File: config.mk
export PLATFORM = sky130hd
export DESIGN_NAME = spectrum_magnitude_peak_finder_core
export DESIGN_NICKNAME = d
export VERILOG_FILES = /design/src/design/smpf_pkg.sv /design/src/design/spectrum_magnitude_peak_finder_core.sv
export SDC_FILE = /design/constraint.sdc
export NUM_CORES = 1
export LEC_CHECK = 0
export BUFFER_PORTS_ARGS = -buffer_cell sky130_fd_sc_hd__buf_2
export CELL_PAD_IN_SITES_DETAIL_PLACEMENT = 2
export CELL_PAD_IN_SITES_GLOBAL_PLACEMENT = 2
export CORE_MARGIN = 2
export CORE_UTILIZATION = 42
export DETAILED_ROUTE_END_ITERATION = 6
export PLACE_DENSITY_LB_ADDON = 0.12
export SETUP_SLACK_MARGIN = 0.4
export SLEW_MARGIN = 10
export SYNTH_ARGS = -nofsm -noshare
export SYNTH_HDL_FRONTEND = slang
export SYNTH_SLANG_ARGS = --single-unit
File: constraint.sdc
create_clock -name aclk -period 12.2 [get_ports aclk]
set_clock_uncertainty 0.1 [all_clocks]
set_input_delay 1.22 -clock aclk [delete_from_list [all_inputs] [get_ports aclk]]
set_output_delay 1.22 -clock aclk [all_outputs]
set_load 0.05 [all_outputs]
File: src/design/smpf_pkg.sv
// ----------------------------------------------------------------------------
// smpf_pkg
// Types and constants shared by the spectrum magnitude and peak finder and
// its port checker.
// ----------------------------------------------------------------------------
package smpf_pkg;

    localparam int BINS_DEFAULT = 128;
    localparam int HALF_W       = 16;
    localparam int BIN_W        = 32;
    localparam int IDX_W        = 7;
    localparam int MAG_W        = 17;
    localparam int SUM_W        = 32;
    localparam int RAD_W        = 2 * MAG_W;
    localparam int REM_W        = MAG_W + 1;
    localparam int ROOT_STEPS   = MAG_W;

    typedef struct packed {
        logic [BIN_W-1:0] fft_bin;
        logic             last_bin;
    } in_word_t;

    typedef struct packed {
        logic [MAG_W-1:0] magnitude;
        logic [IDX_W-1:0] bin_index;
        logic [IDX_W-1:0] peak_index;
        logic [MAG_W-1:0] peak_magnitude;
        logic             frame_done;
    } out_word_t;

endpackage

File: src/design/spectrum_magnitude_peak_finder_core.sv
// ----------------------------------------------------------------------------
// spectrum_magnitude_peak_finder_core
// Each input word carries one complex FFT bin, real part in bits 15:0 and
// imaginary part in bits 31:16, both signed. The block returns one word per
// bin: the bin magnitude (dc bin as isqrt(re^2+im^2), all other bins as
// floor(2*sqrt(re^2+im^2))), the bin index, and the first bin of the frame
// holding the strictly largest magnitude so far. A word marked last closes
// the frame; the bin index also wraps after BINS bins and starts a new peak
// search there. After acceptance, a bin goes through two passes of a single
// 16x16 multiplier for the squares, 17 steps of a two-bits-per-step root
// unit, and a load state that fills the result register. The next word can
// be taken in the cycle after the load, so a new bin is only taken once the
// previous one is done; the 17-step root recurrence takes most of that time.
// The input side is not ready while a bin is being worked on; a finished
// result may wait in the output register while the next bin is accepted,
// and the load cycle stretches while that register is still full.
// ----------------------------------------------------------------------------
module spectrum_magnitude_peak_finder_core #(
    parameter int BINS = smpf_pkg::BINS_DEFAULT
) (
    input  logic                aclk,
    input  logic                aresetn,
    input  logic                s_valid,
    output logic                s_ready,
    input  smpf_pkg::in_word_t  s_data,
    output logic                m_valid,
    input  logic                m_ready,
    output smpf_pkg::out_word_t m_data
);

    localparam int CNT_W  = $clog2(BINS);
    localparam int STEP_W = $clog2(smpf_pkg::ROOT_STEPS);
    localparam int TRY_W  = smpf_pkg::REM_W + 2;

    localparam logic [2:0] ST_IDLE  = 3'd0;
    localparam logic [2:0] ST_SQ_RE = 3'd1;
    localparam logic [2:0] ST_SQ_IM = 3'd2;
    localparam logic [2:0] ST_ROOT  = 3'd3;
    localparam logic [2:0] ST_LOAD  = 3'd4;

    logic [2:0] state_reg, state_next;

    logic signed [smpf_pkg::HALF_W-1:0]   re_reg, im_reg;
    logic                                 last_reg;
    logic [smpf_pkg::SUM_W-1:0]           acc_reg;
    logic [smpf_pkg::RAD_W-1:0]           rad_reg;
    logic [smpf_pkg::REM_W-1:0]           rem_reg;
    logic [smpf_pkg::MAG_W-1:0]           root_reg;
    logic [STEP_W-1:0]                    step_reg;

    logic [CNT_W-1:0]                     cnt_reg, cnt_next;
    logic [CNT_W-1:0]                     best_idx_reg, best_idx_next;
    logic [smpf_pkg::MAG_W-1:0]           best_mag_reg, best_mag_next;

    logic                                 m_valid_reg;
    smpf_pkg::out_word_t                  m_data_reg;

    // shared multiplier
    logic signed [smpf_pkg::HALF_W-1:0]   mul_op;
    logic signed [2*smpf_pkg::HALF_W-1:0] mul_prod;
    logic [smpf_pkg::SUM_W-1:0]           sum_full;
    logic [smpf_pkg::RAD_W-1:0]           radicand;
    logic                                 is_dc;

    // root step
    logic [TRY_W-1:0]                     trial;
    logic [TRY_W-1:0]                     test_val;
    logic [TRY_W-1:0]                     diff;
    logic                                 take_bit;

    logic                                 out_free;
    logic                                 peak_take;
    logic                                 s_accept;

    assign s_accept = s_valid && s_ready;
    assign s_ready  = (state_reg == ST_IDLE);
    assign out_free = !m_valid_reg || m_ready;
    assign is_dc    = (cnt_reg == '0);

    assign mul_op   = (state_reg == ST_SQ_RE) ? re_reg : im_reg;
    assign mul_prod = mul_op * mul_op;
    assign sum_full = acc_reg + smpf_pkg::SUM_W'($unsigned(mul_prod));
    assign radicand = is_dc ? {2'b00, sum_full} : {sum_full, 2'b00};

    assign trial    = {rem_reg, rad_reg[smpf_pkg::RAD_W-1 -: 2]};
    assign test_val = TRY_W'({root_reg, 2'b01});
    assign diff     = trial - test_val;
    assign take_bit = (trial >= test_val);

    assign peak_take     = is_dc || (root_reg > best_mag_reg);
    assign best_idx_next = peak_take ? cnt_reg : best_idx_reg;
    assign best_mag_next = peak_take ? root_reg : best_mag_reg;
    assign cnt_next      = (last_reg || cnt_reg == CNT_W'(BINS - 1)) ? '0 : cnt_reg + 1'b1;

    always_comb begin
        state_next = state_reg;
        unique case (state_reg)
            ST_IDLE: begin
                if (s_valid) begin
                    state_next = ST_SQ_RE;
                end
            end
            ST_SQ_RE: state_next = ST_SQ_IM;
            ST_SQ_IM: state_next = ST_ROOT;
            ST_ROOT: begin
                if (step_reg == STEP_W'(smpf_pkg::ROOT_STEPS - 1)) begin
                    state_next = ST_LOAD;
                end
            end
            ST_LOAD: begin
                if (out_free) begin
                    state_next = ST_IDLE;
                end
            end
            default: state_next = ST_IDLE;
        endcase
    end

    always_ff @(posedge aclk) begin
        if (!aresetn) begin
            state_reg    <= ST_IDLE;
            cnt_reg      <= '0;
            best_idx_reg <= '0;
            best_mag_reg <= '0;
            m_valid_reg  <= 1'b0;
        end else begin
            state_reg <= state_next;
            if (state_reg == ST_LOAD && out_free) begin
                cnt_reg      <= cnt_next;
                best_idx_reg <= best_idx_next;
                best_mag_reg <= best_mag_next;
                m_valid_reg  <= 1'b1;
            end else if (m_ready) begin
                m_valid_reg <= 1'b0;
            end
        end
    end

    // datapath, no reset needed
    always_ff @(posedge aclk) begin
        if (s_accept) begin
            re_reg   <= $signed(s_data.fft_bin[smpf_pkg::HALF_W-1:0]);
            im_reg   <= $signed(s_data.fft_bin[smpf_pkg::BIN_W-1:smpf_pkg::HALF_W]);
            last_reg <= s_data.last_bin;
        end
        unique case (state_reg)
            ST_SQ_RE: begin
                acc_reg <= smpf_pkg::SUM_W'($unsigned(mul_prod));
            end
            ST_SQ_IM: begin
                rad_reg  <= radicand;
                rem_reg  <= '0;
                root_reg <= '0;
                step_reg <= '0;
            end
            ST_ROOT: begin
                rad_reg  <= rad_reg << 2;
                rem_reg  <= take_bit ? diff[smpf_pkg::REM_W-1:0]
                                     : trial[smpf_pkg::REM_W-1:0];
                root_reg <= {root_reg[smpf_pkg::MAG_W-2:0], take_bit};
                step_reg <= step_reg + 1'b1;
            end
            ST_LOAD: begin
                if (out_free) begin
                    m_data_reg.magnitude      <= root_reg;
                    m_data_reg.bin_index      <= smpf_pkg::IDX_W'(cnt_reg);
                    m_data_reg.peak_index     <= smpf_pkg::IDX_W'(best_idx_next);
                    m_data_reg.peak_magnitude <= best_mag_next;
                    m_data_reg.frame_done     <= last_reg;
                end
            end
            default: begin
            end
        endcase
    end

    assign m_valid = m_valid_reg;
    assign m_data  = m_data_reg;

endmodule

**Word level (Yosys, flattened, before mapping)**

Index checks and enable logic that the tools add are counted.

- Order comparisons: 2
- Reductions and logical operators: 12
- Equality and inequality tests: 9
- Muxes and demuxes: 16
- Add/subtract/negate cells: 4
- Multiply operators: 1

Operators with widths:

| kind | number |
|---|---|
| $pmux 34 s2 | 1 |
| $pmux 18 s2 | 1 |
| $mux 34 | 1 |
| $pmux 17 s2 | 1 |
| $add 32x32->32 | 1 |
| $mul 16x16->32 | 1 |
| $ge 20x19->1 | 1 |
| $mux 18 | 1 |
| $sub 18x18->18 | 1 |
| $gt 17x17->1 | 1 |
| $mux 17 | 1 |
| $mux 16 | 1 |
| $pmux 3 s5 | 1 |
| $mux 7 | 2 |
| $pmux 5 s2 | 1 |
| $mux 3 | 3 |
| $add 7x1->7 const B | 1 |
| $eq 7x7->1 const B | 1 |
| $logic_not 7->1 | 1 |
| $eq 3x2->1 const B | 2 |
| $ne 2x2->1 const B | 3 |
| $add 5x1->5 const B | 1 |
| $eq 5x5->1 const B | 1 |
| $reduce_bool 2->1 | 2 |
| 9 further kinds | 13 |

- Bits of input ports: 37
- Bits in registers: 223

**Logic depth before layout (Yosys ltp)**

Gate-level depths: netlist of the first run.

- Depth in word-level cells: 6
- Gate-level depth with buffers: 41
- Depth with buffers taken out: 39

**Least setup slack after synthesis of the first run**

OpenSTA, ideal clock, no wires.

- Kind: reg-to-reg
- Start point: register state_reg[0]
- End point: register rad_reg[28] (netlist bit), data pin
- Data arrival time: 9.354 ns
- Slack: 2.480 ns
- Library setup time: 0.266 ns
- Path buffers: 3
- Cell stages (with the launch flop): 38
- Cell sequence: dfxtp_1 clkbuf_1 nor3b_1 buf_2 buf_2 mux2_2 clkinv_1 nor2_1 fa_1 inv_1 fa_1 fa_1 fa_1 inv_1 fa_1 inv_1 fa_1 inv_1 (+2 left out) inv_1 a2111oi_2 o21ai_1 a221o_1 a21oi_2 o22ai_1 o21a_1 nor2_1 xnor2_1 ha_1 and3_1 a221o_1 a21o_1 a21oi_2 nor2_1 or4_4 a22oi_1 o21ai_1

- Longest elaborated chain between the ends: 6
- Elaborated cells between the ends (all ways): 8
- Classes of those cells: 1 x add/sub; 1 x mul; 3 x eq/ne; 3 x mux

Ends and longest elaborated chain:

| item | RTL line | source |
|---|---|---|
| start, declared | spectrum_magnitude_peak_finder_core.sv:41 | `logic [2:0] state_reg, state_next;` |
| start signal, assigned | spectrum_magnitude_peak_finder_core.sv:127 | `state_reg <= state_next;` |
| $eq 3x1->1 | spectrum_magnitude_peak_finder_core.sv:80 | `assign mul_op = (state_reg == ST_SQ_RE) ? re_reg : im_reg;` |
| $mux 16 | spectrum_magnitude_peak_finder_core.sv:80 |  |
| $mul 16x16->32 | spectrum_magnitude_peak_finder_core.sv:81 | `assign mul_prod = mul_op * mul_op;` |
| net mul_prod (one bit) | spectrum_magnitude_peak_finder_core.sv:60 | `logic signed [2*smpf_pkg::HALF_W-1:0] mul_prod;` |
| $add 32x32->32 | spectrum_magnitude_peak_finder_core.sv:82 | `assign sum_full = acc_reg + smpf_pkg::SUM_W'($unsigned(mul_prod));` |
| $mux 34 | spectrum_magnitude_peak_finder_core.sv:83 | `assign radicand = is_dc ? {2'b00, sum_full} : {sum_full, 2'b00};` |
| $pmux 34 s2 | spectrum_magnitude_peak_finder_core.sv:146 | `unique case (state_reg)` |
| end signal, assigned | spectrum_magnitude_peak_finder_core.sv:151 | `rad_reg <= radicand;` |
| end signal, assigned | spectrum_magnitude_peak_finder_core.sv:157 | `rad_reg <= rad_reg << 2;` |
| end, declared | spectrum_magnitude_peak_finder_core.sv:46 | `logic [smpf_pkg::RAD_W-1:0] rad_reg;` |

The timed path passes the listed nets, and every way through them passes these cells.
A chain may end at the register's enable or synchronous reset.

**Worst setup path in the final report of the first run**

Ends and elaborated chain as after synthesis.

==> key figures, run 1 <==
Status
  • Status: finished clean

Synth
  • Share of synthesized registers carrying an async set or reset: 0
  • Syn nets: 2,389
  • Mapped Cells: 1,960
  • Synth unique cells: 61
  • Synthesized flop and latch total: 222
  • Synthesis Warnings: 0
  • Number of enable flip-flop cells after synthesis: 187
  • Post-synthesis average cell area: 10.1 sq um
  • Main synth FF type: edfxtp_1
  • Synth Cell Area: 0.0198 sq mm
  • Post-synthesis sequential area ratio: 0.319

Layout
  • Post-layout nets: 2,473
  • Multi-input gate area: 0.0118 sq mm
  • Fillers: 4,865
  • Total area of sequential cells: 0.00632 sq mm
  • Share of cells above drive strength 1: 0.0878
  • Max reg flops: 49
  • Area Growth Syn to Fin: 10.1%
  • Diodes inserted: 0

Timing
  • Pins over their slew limit: 0
  • Max Fclk: 93.0 MHz
  • Worst Tran Pin Value: 1.08 ns
  • Max-slew headroom: 0.279
  • Final period util: 0.881
  • RSZ-0062 raised after global routing: false
  • Min cycle time layout: 10.75 ns
  • # setup viols final: 0
  • Final hold viol count: 0
  • Setup TNS: 0 ns

CTS
  • Worst-case clock buffer depth: 3
  • Clock slew at reported path FFs: 0.06 ns
  • Num CTS Buffers: 27
  • Post-CTS resize count: 0
  • Clock root buffer: clkbuf_16
  • CTS tree: done
  • H-tree levels: 1
  • Setup Fix Bufs, Post-CTS: 0
  • Hold Buf Count CTS: 0
  • Skew-Pair Late Insertion Delay: 0.55 ns
  • Clock Sink Count: 222

Floorplanning
  • Total die area: 0.0489 sq mm
  • Die height: 221 microns
  • Std-Cell Rows: 79
  • I/O Pins: 88
  • Initial Utilization: 0.426
  • Die X-Extent: 221 microns
  • CORE AREA: 0.0466 sq mm

Route
  • DRC: 0
  • Drt pass-1 iters: 5
  • Drt wl/cell: 21.8 microns
  • Initial DRC count: 659
  • Detail-routed via count per cell: 5.34
  • Post-route ant nets: 0
  • Total wire length: 58.1 mm
  • Vias: 14.2k

Critical path
  • CP Max Fanout: 40
  • CP dominant cell by count: inv_1
  • Crit path required time: 12.35 ns
  • Critical Path AT: 10.90 ns
  • Slowest Stage Delay on Critical Path: 0.91 ns
  • Startpoint types: register
  • Critical path's slowest cell: mux2i_1
  • Crit path kind: reg2reg
  • Top delay family on crit path: adder cells
  • WP buf/inv: 8
  • Worst setup EP type: register

GRT
  • Global route hottest layer: met2
  • Global-route usage over all layers: 0.240
  • Initial antenna violation count: 0
  • Met1 Usage GRT: 0.295
  • Global-route wire length before repair: 93.5 mm
  • Vias in the first global route: 16.8k
  • Largest net degree at the start of global routing: 83
  • Total grt overflow: 0
  • GR Util met2: 0.456
  • GR Util met3: 0.0166

Run
  • Max-Cap Viols: 0

Place
  • GPL Wtd Cong: 0.845
  • Port Buffers: 87
  • Detailed placement HPWL: 45.9 mm

Min path
  • Hold Path Class: reg2reg
## layout make-up
| cell class | count | area share |
|---|---|---|
| Clock buffer | 36 | 0.0339 |
| Clock inverter | 11 | 0.00390 |
| Inverter | 399 | 0.0686 |
| Multi-Input combinational cell | 1288 | 0.543 |
| Sequential cell | 222 | 0.289 |
| Tap cell | 607 | 0.0348 |
| Timing Repair Buffer | 106 | 0.0265 |
## final timing paths
kind	end	startpoint	slack, ns	depth (start not counted)
hold / removal	m_data[0]$_DFFE_PP_	last_reg$_DFFE_PP_	0.37	0
hold reg to reg	m_data[0]$_DFFE_PP_	last_reg$_DFFE_PP_	0.37	0
setup reg to reg	rad_reg[28]$_DFFE_PN_	state_reg[0]$_SDFFE_PN0P_	1.45	36
setup / recovery	rad_reg[28]$_DFFE_PN_	state_reg[0]$_SDFFE_PN0P_	1.45	36
## cell usage after synthesis (all sizes together) (13+ instances only)
| master | n | area [sq um] |
|---|---|---|
| a21o | 17 | 128 |
| a21oi | 105 | 533 |
| a31oi | 22 | 144 |
| clkbuf | 45 | 169 |
| dfxtp | 35 | 701 |
| edfxtp | 187 | 5620 |
| fa | 238 | 4760 |
| ha | 154 | 1930 |
| inv | 396 | 1490 |
| mux2 | 14 | 158 |
| mux2i | 39 | 390 |
| nand2 | 171 | 642 |
| nand3 | 39 | 195 |
| nor2 | 171 | 642 |
| nor2b | 13 | 81.3 |
| nor3 | 22 | 110 |
| o21a | 24 | 180 |
| o21ai | 67 | 335 |
| xnor2 | 64 | 561 |
| xor2 | 17 | 149 |
## cell usage in the layout (no fill, tap or decap), types with 21 or more instances in the layout
cell type	count
a21oi_1	102
a31oi_1	21
buf_2	87
clkbuf_16	27
dfxtp_1	35
edfxtp_1	187
fa_1	238
ha_1	154
inv_1	396
mux2i_1	38
nand2_1	170
nand3_1	39
nor2_1	170
nor3_1	21
o21a_1	24
o21ai_0	52
xnor2_1	64
## metal layers
| layer | part of all wire | routed length, microns | vias to the layer above |
|---|---|---|---|
| li1 | - | - | 6529 |
| met1 | 0.42 | 24500 | 7455 |
| met2 | 0.53 | 31100 | 198 |
| met3 | 0.023 | 1320 | 58 |
| met4 | 0.020 | 1170 | 0 |
| met5 | 0 | 0 | - |
## through the flow
step	setup slack, ns	instance area [sq um]	std cells	util	hold slack [ns]
after floorplan	2.48	19800	1960	-	0.327
after global placement	1.89	21000	2622	0.451	0.350
after detailed placement	1.55	21000	2622	0.451	0.354
after CTS	1.45	21800	2669	0.469	0.369
after global routing	0.754	21800	2669	0.469	0.375
final	1.45	21800	2669	0.469	0.368
## cell families (layout without fill, tap and decap cells)
family	Yosys count	in the layout	share of synthesized area
AND/OR/NAND/NOR	476	476	0.104
AO/OA/AOI/OAI	286	286	0.0900
adder cells (fa/ha/maj)	392	392	0.338
XOR/XNOR	81	81	0.0358
buffers and inverters	450	552	0.0858
multiplexers	53	53	0.0277
flip-flops	222	222	0.319
Power of run 1 is left out: the tool's default activity adds up to more than one toggle a clock period on the data nets, which glitch-free logic cannot reach.
==> inputs of run 2 (changes only) <==
- PLACE_DENSITY: unset -> 0.82
- PLACE_DENSITY_LB_ADDON: 0.12 -> unset
==> run 2 against run 1 <==
  * Cell area grew 0.36%
  * Via count rose by 2.2%
  * Wire length grew 8.6%
  * Largest cell class unchanged
  * Worst setup slack better by 0.22 ns
  * Die area stayed put
  * Register-to-register slack better by 0.22 ns
  * Sequential cell count unchanged
  * Worst hold slack better by 0.015 ns
  * Critical endpoint is now rad_reg[33]$_DFFE_PN_
==> key figures, run 2 (synthesis results as in run 1) <==
Place
  • GPL Wtd Cong: 0.907 (was 0.845)
  • Placed Instances: 2,625 (was 2,622)
  • Detailed placement HPWL: 49.1 mm (was 45.9 mm)
  • Port Buffers: 87 (unchanged)

Timing
  • Max-slew headroom: 0.285 (was 0.279)
  • Worst Tran Pin Value: 1.07 ns (was 1.08 ns)
  • Setup TNS: 0 ns (unchanged)
  • Final period util: 0.863 (was 0.881)
  • Max Fclk: 94.9 MHz (was 93.0 MHz)
  • Hold_ws: 0.383 ns (was 0.368 ns)
  • # setup viols final: 0 (unchanged)
  • Pins over their slew limit: 0 (unchanged)
  • Min cycle time layout: 10.53 ns (was 10.75 ns)
  • RSZ-0062 raised after global routing: false (unchanged)
  • Final hold viol count: 0 (unchanged)

Floorplanning
  • CORE AREA: 0.0466 sq mm (unchanged)
  • Total die area: 0.0489 sq mm (unchanged)
  • Die height: 221 microns (unchanged)
  • Std-Cell Rows: 79 (unchanged)
  • Initial Utilization: 0.426 (unchanged)
  • Die X-Extent: 221 microns (unchanged)
  • I/O Pins: 88 (unchanged)

Layout
  • Post-layout nets: 2,476 (was 2,473)
  • Share of cells above drive strength 1: 0.0914 (was 0.0878)
  • Multi-input gate area: 0.0118 sq mm (unchanged)
  • Diodes inserted: 0 (unchanged)
  • Fillers: 4,794 (was 4,865)
  • Area Growth Syn to Fin: 10.5% (was 10.1%)
  • Most frequent cells in the layout: 396 x inv_1, 238 x fa_1, 187 x edfxtp_1 (unchanged)
  • Max reg flops: 49 (unchanged)
  • Total area of sequential cells: 0.00632 sq mm (unchanged)
  • Final non-filler cell total: 2,675 (was 2,669)
  • Commonest non-fill, non-tap cell in the layout: inv_1 (unchanged)

Route
  • Detail-routed via count per cell: 5.44 (was 5.34)
  • Initial DRC count: 770 (was 659)
  • DRC: 0 (unchanged)
  • Post-route ant nets: 0 (unchanged)
  • Drt wl/cell: 23.6 microns (was 21.8 microns)
  • Total wire length: 63.0 mm (was 58.1 mm)
  • Drt pass-1 iters: 5 (unchanged)
  • Vias: 14.6k (was 14.2k)

Critical path
  • CP Max Fanout: 16 (was 40)
  • Critical Path AT: 10.73 ns (was 10.90 ns)
  • Worst setup EP type: register (unchanged)
  • CP dominant cell by count: inv_1 (unchanged)
  • FF-to-FF End: rad_reg[33]$_DFFE_PN_ (was rad_reg[28]$_DFFE_PN_)
  • FF-to-FF path depth: 39 (was 36)
  • FF-to-FF Start: state_reg[0]$_SDFFE_PN0P_ (unchanged)
  • Crit path required time: 12.40 ns (was 12.35 ns)
  • R2R Setup Slk: 1.67 ns (was 1.45 ns)
  • Critical path's slowest cell: fa_1 (was mux2i_1)
  • Startpoint types: register (unchanged)
  • Slowest Stage Delay on Critical Path: 0.58 ns (was 0.91 ns)
  • Crit path kind: reg2reg (unchanged)

GRT
  • Total grt overflow: 0 (unchanged)
  • Largest net degree at the start of global routing: 83 (unchanged)
  • Vias in the first global route: 17.3k (was 16.8k)
  • Initial antenna violation count: 0 (unchanged)
  • Global-route usage over all layers: 0.260 (was 0.240)
  • Global-route wire length before repair: 99.2 mm (was 93.5 mm)

CTS
  • Clock root buffer: clkbuf_16 (unchanged)
  • Clock Sink Count: 222 (unchanged)
  • Setup Fix Bufs, Post-CTS: 0 (unchanged)
  • Num CTS Buffers: 27 (unchanged)
  • H-tree levels: 1 (unchanged)
  • Hold Buf Count CTS: 0 (unchanged)
  • Clock slew at reported path FFs: 0.06 ns (about the same)
  • Worst-case clock buffer depth: 3 (unchanged)
  • CTS tree: done (unchanged)
  • Skew-Pair Late Insertion Delay: 0.59 ns (was 0.55 ns)
  • Post-CTS resize count: 0 (unchanged)

Min path
  • Hold Path Class: reg2reg (unchanged)
  • Worst hold stages: 2 (was 0)
  • Hold Crit Endpoint: best_idx_reg[3]$_SDFFE_PN0P_ (was m_data[0]$_DFFE_PP_)
  • HP Start: best_idx_reg[3]$_SDFFE_PN0P_ (was last_reg$_DFFE_PP_)

Run
  • Max-Cap Viols: 0 (unchanged)

Status
  • Status: finished clean (unchanged)
## run 2: area by class of cell
cell class,count,share of cell area
clock buffer,32,0.0326
clock inverter,18,0.00754
inverter,399,0.0684
multi-input combinational,1288,0.541
sequential,222,0.288
tap,607,0.0347
timing repair buffer,109,0.0274
## run 2: how the worst max path moves through the flow
| stage | startpoint | endpoint | slack (ns) | cells past startpoint |
|---|---|---|---|---|
| 2_1_floorplan | state_reg[0]$_SDFFE_PN0P_ | rad_reg[28]$_DFFE_PN_ | 2.48 | 37 |
| 3_3_place_gp | state_reg[0]$_SDFFE_PN0P_ | rad_reg[28]$_DFFE_PN_ | 2.32 | 36 |
| 3_5_place_dp | state_reg[0]$_SDFFE_PN0P_ | rad_reg[33]$_DFFE_PN_ | 1.69 | 39 |
| 4_1_cts | state_reg[0]$_SDFFE_PN0P_ | rad_reg[33]$_DFFE_PN_ | 1.63 | 39 |
| 5_1_grt | state_reg[0]$_SDFFE_PN0P_ | rad_reg[33]$_DFFE_PN_ | 0.93 | 39 |
| 6_report | state_reg[0]$_SDFFE_PN0P_ | rad_reg[33]$_DFFE_PN_ | 1.67 | 39 |
## run 2: critical path, delay by kind of cell, from the launching register on
| family | cells | cell delay (ns) |
|---|---|---|
| adder cells (fa/ha/maj) | 8 | 3.81 |
| AO/OA/AOI/OAI | 12 | 2.78 |
| flip-flops | 1 | 0.45 |
| multiplexers | 1 | 0.29 |
| AND/OR/NAND/NOR | 6 | 1.01 |
| buffers and inverters | 9 | 1.26 |
| XOR/XNOR | 3 | 0.50 |
## run 2: metal layers
layer  GRT usage  vias to the layer above  routed length, microns
met5           0                        -                       0
met4       0.120                        0                    3330
met3      0.0335                      169                    2180
met2       0.486                      335                   33200
met1       0.293                     7522                   24300
li1            -                     6532                       -
## run 2: through the flow
| step | util | cell area [sq um] | worst slack [ns] |
|---|---|---|---|
| floorplan | - | 19800 | 2.48 |
| global placement | 0.451 | 21000 | 2.32 |
| detailed placement | 0.451 | 21000 | 1.69 |
| CTS | 0.470 | 21900 | 1.63 |
| global route | 0.470 | 21900 | 0.934 |
| finish | 0.470 | 21900 | 1.67 |
Power of run 2 is left out for the same reason.
==> inputs of run 3 (changes only) <==
- CORE_MARGIN: 2 -> 1.5
- CORE_UTILIZATION: 42 -> 43
- CTS_BUF_LIST: unset -> sky130_fd_sc_hd__clkbuf_4 sky130_fd_sc_hd__clkbuf_8
- PLACE_DENSITY: 0.82 -> 0.9
==> run 3 against run 2 <==
  * Worst hold slack worse by 0.0010 ns
  * Critical path depth shrank 1
  * Sequential share of layout area down 0.10 points
  * Core utilization rose by 1.4 points
  * Non-clock buffer count fell by 2
  * Sequential cell count unchanged
  * Critical path type unchanged
  * Critical endpoint is now rad_reg[31]$_DFFE_PN_
  * Largest cell class unchanged
  * Highest routed layer unchanged
==> key figures, run 3 (synthesis results as in run 1) <==
Layout
  • Most frequent cells in the layout: 395 x inv_1, 238 x fa_1, 187 x edfxtp_1 (was 396 x inv_1, 238 x fa_1, 187 x edfxtp_1)
  • Commonest non-fill, non-tap cell in the layout: inv_1 (unchanged)
  • Fillers: 4,703 (was 4,794)
  • Area Growth Syn to Fin: 10.9% (was 10.5%)
  • Share of cells above drive strength 1: 0.103 (was 0.0914)
  • Max reg flops: 49 (unchanged)
  • Multi-input gate area: 0.0119 sq mm (was 0.0118 sq mm)
  • Post-layout nets: 2,490 (was 2,476)
  • Total area of sequential cells: 0.00632 sq mm (unchanged)

CTS
  • Worst-case clock buffer depth: 3 (unchanged)
  • Skew-Pair Late Insertion Delay: 0.69 ns (was 0.59 ns)
  • Clock slew at reported path FFs: 0.07 ns (was 0.06 ns)
  • H-tree levels: 2 (was 1)
  • CTS tree: done (unchanged)
  • Clock Sink Count: 222 (unchanged)
  • Hold Buf Count CTS: 0 (unchanged)
  • Num CTS Buffers: 43 (was 27)
  • Clock root buffer: clkbuf_8 (was clkbuf_16)

Timing
  • Max Fclk: 86.8 MHz (was 94.9 MHz)
  • Final hold viol count: 0 (unchanged)
  • Worst Tran Pin Value: 1.15 ns (was 1.07 ns)
  • Max-slew headroom: 0.232 (was 0.285)
  • Setup TNS: 0 ns (unchanged)
  • Pins over their slew limit: 0 (unchanged)
  • # setup viols final: 0 (unchanged)
  • Min cycle time layout: 11.52 ns (was 10.53 ns)
  • Hold_ws: 0.382 ns (was 0.383 ns)
  • RSZ-0062 raised after global routing: false (unchanged)
  • Final period util: 0.944 (was 0.863)

Floorplanning
  • CORE AREA: 0.0454 sq mm (was 0.0466 sq mm)
  • I/O Pins: 88 (unchanged)
  • Die height: 218 microns (was 221 microns)
  • Total die area: 0.0474 sq mm (was 0.0489 sq mm)
  • Std-Cell Rows: 78 (was 79)
  • Die X-Extent: 218 microns (was 221 microns)
  • Initial Utilization: 0.437 (was 0.426)

Critical path
  • CP Max Fanout: 11 (was 16)
  • Worst setup EP type: register (unchanged)
  • CP dominant cell by count: inv_1 (unchanged)
  • Critical path's slowest cell: fa_1 (unchanged)
  • Slowest Stage Delay on Critical Path: 0.62 ns (was 0.58 ns)
  • Crit path kind: reg2reg (unchanged)
  • Startpoint types: register (unchanged)
  • Critical Path AT: 11.84 ns (was 10.73 ns)
  • Crit path required time: 12.52 ns (was 12.40 ns)

Route
  • DRC: 0 (unchanged)
  • Total wire length: 79.8 mm (was 63.0 mm)
  • Drt pass-1 iters: 6 (was 5)
  • Detail-routed via count per cell: 5.88 (was 5.44)
  • Vias: 15.9k (was 14.6k)
  • Initial DRC count: 1,139 (was 770)
  • Drt wl/cell: 29.6 microns (was 23.6 microns)
  • Post-route ant nets: 0 (unchanged)

Place
  • Detailed placement HPWL: 52.2 mm (was 49.1 mm)
  • GPL Wtd Cong: 0.885 (was 0.907)
  • Port Buffers: 87 (unchanged)

Run
  • Max-Cap Viols: 0 (unchanged)

GRT
  • Initial antenna violation count: 1 (was 0)
  • Global-route usage over all layers: 0.343 (was 0.260)
  • Total grt overflow: 0 (unchanged)
  • Global-route wire length before repair: 121 mm (was 99.2 mm)
  • Largest net degree at the start of global routing: 79 (was 83)
  • Vias in the first global route: 18.9k (was 17.3k)

Status
  • Status: finished clean (unchanged)

Min path
  • Hold Path Class: reg2reg (unchanged)
## run 3: cell count changes in the layout (fill, tap and decap cells not counted), moves of 3 or more
cell       previous run  this run
buf_4                22        19
clkbuf_4              0        14
clkinv_2              8         1
clkbuf_16            27         0
clkbuf_1              3         0
clkbuf_8              2        47
mux2i_1              38        35
clkinv_1              5        11
## run 3: area by class of cell
cell class	count	share of cell area
inverters	399	0.0683
multi-input cells	1288	0.541
well taps	600	0.0342
diodes	2	0.000228
repair buffers	107	0.0270
clock buffers	61	0.0342
clock inverters	17	0.00797
flip-flops and latches	222	0.287
## run 3: repair_timing
item                       4_1_cts  5_1_grt
gates resized for setup          2        7
buffers inserted                 0        2
setup endpoints to repair        2        7
hold endpoints to repair         0        0
## run 3: routing by layer
| metal | vias to the layer above | wire, microns | GRT usage |
|---|---|---|---|
| li1 | 6577 | - | - |
| met1 | 8295 | 28800 | 0.366 |
| met2 | 652 | 42000 | 0.632 |
| met3 | 336 | 3810 | 0.0609 |
| met4 | 0 | 5180 | 0.200 |
| met5 | - | 0 | 0 |
## run 3: path summary, 6_finish.rpt
| path | to | cells after the start | from | slack, ns |
|---|---|---|---|---|
| setup / recovery | rad_reg[31]$_DFFE_PN_ | 38 | state_reg[0]$_SDFFE_PN0P_ | 0.68 |
| hold / removal | best_mag_reg[8]$_SDFFE_PN0P_ | 2 | best_mag_reg[8]$_SDFFE_PN0P_ | 0.38 |
| setup reg to reg | rad_reg[31]$_DFFE_PN_ | 38 | state_reg[0]$_SDFFE_PN0P_ | 0.68 |
| hold reg to reg | best_mag_reg[8]$_SDFFE_PN0P_ | 2 | best_mag_reg[8]$_SDFFE_PN0P_ | 0.38 |
## run 3: worst max-delay path, delay by kind of cell (launching register included)
kind,cells,cell delay [ns]
buffers and inverters,8,1.16
and+or+nand+nor,6,1.15
DFF,1,0.49
AOI/OAI and AO/OA,12,3.28
xor gates and xnor gates,3,0.54
muxes,1,0.47
adders and majority gates,8,4.07
## run 3: stage by stage
step	std cells	utilization	instance area, sq um	worst slack [ns]
floorplan	1960	-	19800	2.48
global placement	2613	0.462	21000	1.61
detailed placement	2613	0.462	21000	1.09
CTS	2691	0.483	21900	0.489
global route	2695	0.484	22000	0.394
finish	2696	0.484	22000	0.681
Power of run 3 is left out for the same reason.
